--- config.mk ---
export PLATFORM = sky130hd
export DESIGN_NAME = sequence_buffer_front_back_middle
export DESIGN_NICKNAME = d
export VERILOG_FILES = /design/src/rtl/sbfbm_pkg.sv /design/src/rtl/sbfbm_cell.sv /design/src/rtl/sbfbm_ctrl.sv /design/src/rtl/sequence_buffer_front_back_middle.sv
export VERILOG_INCLUDE_DIRS = /design/src /design/src/rtl
export SDC_FILE = /design/constraint.sdc
export NUM_CORES = 1
export LEC_CHECK = 0
export BUFFER_PORTS_ARGS = -buffer_cell sky130_fd_sc_hd__buf_2
export CAP_MARGIN = 30
export CORE_AREA = 2 2 255 383
export DETAILED_ROUTE_END_ITERATION = 8
export DIE_AREA = 0 0 257 385
export SLEW_MARGIN = 30
export SYNTH_ARGS = -nofsm -noshare
export SYNTH_HDL_FRONTEND = slang
export SYNTH_HIERARCHICAL = 1
export SYNTH_SLANG_ARGS = --single-unit
--- constraint.sdc ---
create_clock -name clk -period 8 [get_ports clk]
set_clock_uncertainty 0.1 [all_clocks]
set_input_delay 1.6 -clock clk [delete_from_list [all_inputs] [get_ports clk]]
set_output_delay 1.6 -clock clk [all_outputs]
set_load 0.02 [all_outputs]
--- src/rtl/sequence_buffer_front_back_middle_macros.svh ---
// Assertion macros used by the sequence buffer control block.
`ifndef SEQUENCE_BUFFER_FRONT_BACK_MIDDLE_MACROS_SVH
`define SEQUENCE_BUFFER_FRONT_BACK_MIDDLE_MACROS_SVH

`ifndef SYNTHESIS
`define SBFBM_ASSERT_IMPL(label, clk, rst_n, ante, cons) \
	label: assert property (@(posedge clk) disable iff (!rst_n) (ante) |-> (cons)) \
		else $error("sbfbm: same-cycle check failed");
`define SBFBM_ASSERT_NEXT(label, clk, rst_n, ante, cons) \
	label: assert property (@(posedge clk) disable iff (!rst_n) (ante) |=> (cons)) \
		else $error("sbfbm: next-cycle check failed");
`else
`define SBFBM_ASSERT_IMPL(label, clk, rst_n, ante, cons)
`define SBFBM_ASSERT_NEXT(label, clk, rst_n, ante, cons)
`endif

`endif

--- src/rtl/sbfbm_pkg.sv ---
// Shared types and constants of the sequence buffer.
package sbfbm_pkg;

	localparam int DATA_W  = 32;
	localparam int OP_W    = 3;
	localparam int STAT_W  = 2;
	localparam int COUNT_W = 5;

	localparam logic [OP_W-1:0] OP_PUSH_FRONT = 3'd0;
	localparam logic [OP_W-1:0] OP_POP_FRONT  = 3'd1;
	localparam logic [OP_W-1:0] OP_PUSH_BACK  = 3'd2;
	localparam logic [OP_W-1:0] OP_POP_BACK   = 3'd3;
	localparam logic [OP_W-1:0] OP_INS_MID    = 3'd4;
	localparam logic [OP_W-1:0] OP_REM_MID    = 3'd5;

	localparam logic [STAT_W-1:0] ST_OK    = 2'd0;
	localparam logic [STAT_W-1:0] ST_EMPTY = 2'd1;
	localparam logic [STAT_W-1:0] ST_FULL  = 2'd2;

	typedef struct packed {
		logic [OP_W-1:0]          op;
		logic signed [DATA_W-1:0] value;
	} cmd_t;

	typedef struct packed {
		logic signed [DATA_W-1:0] removed_value;
		logic                     removed_valid;
		logic [STAT_W-1:0]        status;
		logic [COUNT_W-1:0]       count;
	} res_t;

	typedef struct packed {
		logic ins;
		logic rem;
	} ctl_t;

	typedef enum logic [1:0] {
		ACT_HOLD,
		ACT_LOAD,
		ACT_FROM_LEFT,
		ACT_FROM_RIGHT
	} cell_act_t;

endpackage

--- src/rtl/sbfbm_cell.sv ---
// One storage cell of the buffer chain: holds, loads, or takes a neighbor's entry.
module sbfbm_cell (
	input  logic                          clk,
	input  sbfbm_pkg::cell_act_t          act,
	input  logic [sbfbm_pkg::DATA_W-1:0]  load_val,
	input  logic [sbfbm_pkg::DATA_W-1:0]  left_val,
	input  logic [sbfbm_pkg::DATA_W-1:0]  right_val,
	output logic [sbfbm_pkg::DATA_W-1:0]  entry_q
);
	import sbfbm_pkg::*;

	always_ff @(posedge clk) begin
		case (act)
			ACT_LOAD:       entry_q <= load_val;
			ACT_FROM_LEFT:  entry_q <= left_val;
			ACT_FROM_RIGHT: entry_q <= right_val;
			default:        entry_q <= entry_q;
		endcase
	end

endmodule

--- src/rtl/sbfbm_ctrl.sv ---
// Occupancy tracking, operation decode and position selection for the buffer.
`include "sequence_buffer_front_back_middle_macros.svh"

module sbfbm_ctrl #(
	parameter int CAPACITY = 16,
	localparam int PW = $clog2(CAPACITY),
	localparam int NW = $clog2(CAPACITY + 1)
) (
	input  logic                           clk,
	input  logic                           arst_n,
	input  logic                           fire,
	input  logic [sbfbm_pkg::OP_W-1:0]     op,
	output sbfbm_pkg::ctl_t                ctl,
	output logic [PW-1:0]                  pos,
	output logic [sbfbm_pkg::STAT_W-1:0]   status,
	output logic [sbfbm_pkg::COUNT_W-1:0]  count
);
	import sbfbm_pkg::*;

	localparam logic [NW-1:0] CAP_N = NW'(CAPACITY);

	logic [NW-1:0] occ_q;
	logic [NW-1:0] occ_next;
	logic [NW-1:0] pos_n;
	logic [NW-1:0] half_n;
	logic          full;
	logic          empty;
	ctl_t          ctl_raw;

	assign full   = (occ_q == CAP_N);
	assign empty  = (occ_q == '0);
	assign half_n = (occ_q - NW'(1)) >> 1;

	always_comb begin
		ctl_raw = '0;
		pos_n   = '0;
		status  = ST_OK;
		if (op inside {OP_PUSH_FRONT, OP_PUSH_BACK, OP_INS_MID}) begin
			if (full) begin
				status = ST_FULL;
			end else begin
				ctl_raw.ins = 1'b1;
			end
		end else if (op inside {OP_POP_FRONT, OP_POP_BACK, OP_REM_MID}) begin
			if (empty) begin
				status = ST_EMPTY;
			end else begin
				ctl_raw.rem = 1'b1;
			end
		end
		case (op)
			OP_PUSH_FRONT: pos_n = '0;
			OP_POP_FRONT:  pos_n = '0;
			OP_PUSH_BACK:  pos_n = occ_q;
			OP_POP_BACK:   pos_n = occ_q - NW'(1);
			OP_INS_MID: begin
				pos_n = empty ? '0 : half_n + NW'(1);
			end
			OP_REM_MID: begin
				if (occ_q == NW'(1)) begin
					pos_n = '0;
				end else if (half_n == '0) begin
					pos_n = NW'(1);
				end else begin
					pos_n = half_n;
				end
			end
			default: pos_n = '0;
		endcase
	end

	assign ctl.ins  = ctl_raw.ins & fire;
	assign ctl.rem  = ctl_raw.rem & fire;
	assign pos      = PW'(pos_n);
	assign occ_next = occ_q + NW'(ctl_raw.ins) - NW'(ctl_raw.rem);
	assign count    = COUNT_W'(occ_next);

	always_ff @(posedge clk or negedge arst_n) begin
		if (!arst_n) begin
			occ_q <= '0;
		end else if (fire) begin
			occ_q <= occ_next;
		end
	end

	`SBFBM_ASSERT_IMPL(a_occ_bound, clk, arst_n, 1'b1, occ_q <= CAP_N)
	`SBFBM_ASSERT_NEXT(a_ins_grows, clk, arst_n, ctl.ins, occ_q == $past(occ_q) + NW'(1))
	`SBFBM_ASSERT_NEXT(a_rem_shrinks, clk, arst_n, ctl.rem, occ_q == $past(occ_q) - NW'(1))
	`SBFBM_ASSERT_IMPL(a_one_action, clk, arst_n, 1'b1, !(ctl.ins && ctl.rem))

endmodule

--- src/rtl/sequence_buffer_front_back_middle.sv ---
// Top level of the sequence buffer: cell chain, control and result register.
// The result of a command is registered in the cycle after its command transfer.
// Throughput: one operation per cycle while cmd_stall is low; every cell shifts, loads or holds in parallel.
// The removed entry is picked from the cell chain by the decoded position.
// Reset clears the occupancy and the result valid flag; cell contents are not cleared.
module sequence_buffer_front_back_middle #(
	parameter int CAPACITY = 16
) (
	input  logic            clk,
	input  logic            arst_n,
	input  logic            cmd_valid,
	output logic            cmd_stall,
	input  sbfbm_pkg::cmd_t cmd,
	output logic            res_valid,
	input  logic            res_stall,
	output sbfbm_pkg::res_t res
);
	import sbfbm_pkg::*;

	localparam int PW = $clog2(CAPACITY);

	logic                    fire;
	ctl_t                    ctl;
	logic [PW-1:0]           pos;
	logic [STAT_W-1:0]       status;
	logic [COUNT_W-1:0]      count;
	logic [DATA_W-1:0]       entry_w [CAPACITY];
	logic [DATA_W-1:0]       left_w  [CAPACITY];
	logic [DATA_W-1:0]       right_w [CAPACITY];
	cell_act_t               act_w   [CAPACITY];
	logic                    res_valid_q;
	res_t                    res_q;

	assign cmd_stall = res_valid_q & res_stall;
	assign fire      = cmd_valid & ~cmd_stall;

	sbfbm_ctrl #(
		.CAPACITY(CAPACITY)
	) u_ctrl (
		.clk    (clk),
		.arst_n (arst_n),
		.fire   (fire),
		.op     (cmd.op),
		.ctl    (ctl),
		.pos    (pos),
		.status (status),
		.count  (count)
	);

	for (genvar i = 0; i < CAPACITY; i++) begin : g_cell
		if (i == 0) begin : g_first
			assign left_w[i] = '0;
		end else begin : g_inner_l
			assign left_w[i] = entry_w[i-1];
		end
		if (i == CAPACITY - 1) begin : g_last
			assign right_w[i] = '0;
		end else begin : g_inner_r
			assign right_w[i] = entry_w[i+1];
		end

		always_comb begin
			if (ctl.ins && (pos == PW'(i))) begin
				act_w[i] = ACT_LOAD;
			end else if (ctl.ins && (pos < PW'(i))) begin
				act_w[i] = ACT_FROM_LEFT;
			end else if (ctl.rem && (pos <= PW'(i))) begin
				act_w[i] = ACT_FROM_RIGHT;
			end else begin
				act_w[i] = ACT_HOLD;
			end
		end

		sbfbm_cell u_cell (
			.clk       (clk),
			.act       (act_w[i]),
			.load_val  (cmd.value),
			.left_val  (left_w[i]),
			.right_val (right_w[i]),
			.entry_q   (entry_w[i])
		);
	end

	always_ff @(posedge clk or negedge arst_n) begin
		if (!arst_n) begin
			res_valid_q <= 1'b0;
		end else if (fire) begin
			res_valid_q <= 1'b1;
		end else if (!res_stall) begin
			res_valid_q <= 1'b0;
		end
	end

	always_ff @(posedge clk) begin
		if (fire) begin
			res_q.removed_value <= ctl.rem ? entry_w[pos] : '0;
			res_q.removed_valid <= ctl.rem;
			res_q.status        <= status;
			res_q.count         <= count;
		end
	end

	assign res_valid = res_valid_q;
	assign res       = res_q;

endmodule

==> results.json <==
{
  "num_antenna_cells": 0,
  "final_nets": 2911,
  "initialDrtViolationCount": 2154,
  "synth_top_area_share_pct": 49.7,
  "grt_overflow_total": 0,
  "vdd_ir_drop_max_v": 0.000193,
  "cts_max_path_buffers": 3,
  "synth_cell_types": 56,
  "clock-root-buffer": "clkbuf_16",
  "min_from": "g_cell[0].u_cell/entry_q[16]$_DFFE_PP_",
  "synth-simple-area-share_pct": 7.16,
  "power_density_nw_per_um2": 343,
  "hold_class": "reg2reg",
  "reg2reg_from": "u_ctrl/occ_q[1]$_DFFE_PN0P_",
  "critPathCaptureType": "flip-flop",
  "worstSetupPathType": "in2reg",
  "ant_nets": 0,
  "p_seq_share_pct": 38.9,
  "grt_pass1_wl_um": 155000,
  "synth_common_cells": "mux2i_1 (578), edfxtp_1 (552), nor2_1 (530)",
  "crit_fanout": 32,
  "tightest_slew_ns": 0.959,
  "drt-wirelength-per-cell_um": 25.4,
  "dieWidth_um": 257,
  "cts_tree": "yes",
  "place_area_sq_um": 34400,
  "switching_share_pct": 38.9,
  "rows": 139,
  "drc": 0,
  "clock-sinks": 558,
  "synth_cells": 2839,
  "maxSlewHeadroom_pct": 36.1,
  "grt_pass1_vias": 23000,
  "leakagePower_nw": 11.8,
  "synth_compound_area_share_pct": 11.6,
  "yosys.area.top_type": "edfxtp_1",
  "synthTopCellsByArea": "edfxtp_1 (50%), mux2i_1 (17%), a21oi_1 (7.9%)",
  "wl_um": 106000,
  "synth_xor_area_share_pct": 0.360,
  "num_vias": 23000,
  "ys_seq_area_share_pct": 50.2,
  "grt_max_degree": 115,
  "final_area_sq_um": 36200,
  "clk_pin_slew_ns": 0.07,
  "io_buffer_count": 80,
  "seqCellArea_sq_um": 16700,
  "clockPowerShare_pct": 21.8,
  "area_growth_pct": 8.76,
  "syn_area_sq_um": 33300,
  "cp-start-kind": "input port",
  "multiInputGateArea_sq_um": 15100,
  "ys.warnings.count": 6,
  "cts_made_buffers": 57,
  "drive_above_1_share_pct": 14.5,
  "maxSlewViolCount": 0,
  "gp_congestion": 0.810,
  "post_cts_buffers": 0,
  "post_cts_resized": 0,
  "synthMuxAreaShare_pct": 23.9,
  "ios": 81,
  "synth_fa_ha_area_share_pct": 0.511,
  "syn_area_per_cell_sq_um": 11.7,
  "cp_data_arrival_time_ns": 5.46,
  "start_util_pct": 34.9,
  "coreArea_sq_um": 95500,
  "hold_viol": 0,
  "dpl.hpwl_um": 62700,
  "cts.hold.buffers_added": 0,
  "grt_util_all_layers_pct": 21.0,
  "synth_top_family_by_area": "multiplexers",
  "yosysMostFrequentCell": "mux2i_1",
  "ys_ff_latch": 558,
  "power_mw": 12.4,
  "cp-startpoint": "cmd[32]",
  "status": "finished, final reports clean",
  "setup_violations": 0,
  "power_frac_comb_pct": 39.3,
  "die_area_sq_um": 98900,
  "p_int_mw": 7.60,
  "htree_levels": 2,
  "cap_violations": 0,
  "synth_flop_cell": "edfxtp_1",
  "period_needed_ns": 5.30,
  "die_h_um": 385,
  "n_fill_cell": 9175,
  "fmax_mhz": 189,
  "tns_ns": 0,
  "async_flop_share_pct": 1.08,
  "p_sw_mw": 4.83,
  "clk_latency_ns": 0.65,
  "period_share_pct": 66.2,
  "rsz0062_at_grt": "false",
  "synth_edf_count": 552,
  "viasPerCell": 5.51,
  "drt-pass1-iter-count": 5,
  "antenna_found_initial": 10,
  "cp.required_ns": 8.16
}
==> layout make-up <==
type	count	area share [%]
flip-flops and latches	558	46.1
multi-input cells	2087	41.8
well taps	1269	4.38
clock buffers	73	4.21
repair buffers	143	2.54
clock inverters	30	0.808
inverters	12	0.124
==> metal layers <==
| layer | vias up | GRT usage (%) | wire [um] |
|---|---|---|---|
| li1 | 10700 | - | - |
| met1 | 11200 | 26.2 | 43100 |
| met2 | 890 | 36.4 | 52000 |
| met3 | 225 | 3.83 | 7130 |
| met4 | 12 | 7.32 | 3770 |
| met5 | - | 0 | 63 |
==> final timing paths <==
kind / endpoint / slack (ns) / depth (start not counted)
worst max register to register: g_cell[6].u_cell/entry_q[12]$_DFFE_PP_ / 2.78 / 12
max in group asynchronous: u_ctrl/occ_q[3]$_DFFE_PN0P_ / 6.94 / 1
worst min-delay path: g_cell[1].u_cell/entry_q[16]$_DFFE_PP_ / 0.56 / 2
worst max-delay path: g_cell[6].u_cell/entry_q[12]$_DFFE_PP_ / 2.70 / 10
worst min register to register: g_cell[1].u_cell/entry_q[16]$_DFFE_PP_ / 0.56 / 2
min in group asynchronous: u_ctrl/occ_q[1]$_DFFE_PN0P_ / 0.69 / 1
==> cell usage in the layout, fill, tap and decap left out, types with 5 or more instances in the layout <==
master,instances
dfrtp_1,6
buf_2,80
a21oi_1,517
o22ai_1,32
a22oi_1,33
conb_1,64
nor2_1,524
mux2_2,66
edfxtp_1,552
o21ai_0,5
clkbuf_16,58
clkinv_2,10
nand2_1,15
clkbuf_1,13
inv_1,11
bufinv_16,5
mux4_2,64
o31ai_1,32
buf_4,59
mux2i_1,578
or2_2,14
clkinv_1,11
nand2b_1,5
a21oi_4,11
a22o_1,32
nor2_4,5
xnor2_1,7
ha_1,12
==> worst max-delay path: stages <==
cell and delay (ns):
buf_2 0.21, nand4b_1 0.28, a311oi_1 0.37, a221o_4 0.55
buf_12 0.31, and2_1 0.54, nor2_1 0.15, a211oi_4 0.64
or2_2 0.22, buf_4 0.54
==> registers in the layout, indices dropped and copies added, names as in the netlist <==
register / count
g_cell.u_cell/entry_q: 512
res: 40
res_valid: 1
u_ctrl/occ_q: 5
==> power groups by stage <==
stage                     clock, mW  sequential, mW  combinational [mW]
after detailed placement          0            4.89                4.84
after floorplan                   0            4.69                3.53
after global routing           2.86            4.92                5.19
final                          2.71            4.83                4.89
after CTS                      2.76            4.84                4.85
after global placement            0            4.89                4.73
==> through the flow <==
stage | util [%] | setup slack [ns] | cells | hold WS (ns)
final | 38.0 | 2.70 | 4172 | 0.563
after floorplan | - | 1.46 | 2902 | 0.511
after global routing | 38.0 | 2.54 | 4172 | 0.584
after CTS | 38.0 | 2.68 | 4172 | 0.560
after global placement | 36.0 | 1.64 | 4066 | 0.541
after detailed placement | 36.0 | 2.04 | 4069 | 0.547
==> kinds of logic (layout without fill, tap and decap cells) <==
family                     count (synthesis)  after routing
AOI/OAI and AO/OA                        692            692
xor gates and xnor gates                  12             12
adders and majority gates                 13             13
buffers and inverters                    257            258
DFF                                      558            558
muxes                                    708            708
other                                      1             64
and+or+nand+nor                          598            598
Power figures use the tool's default switching activity.
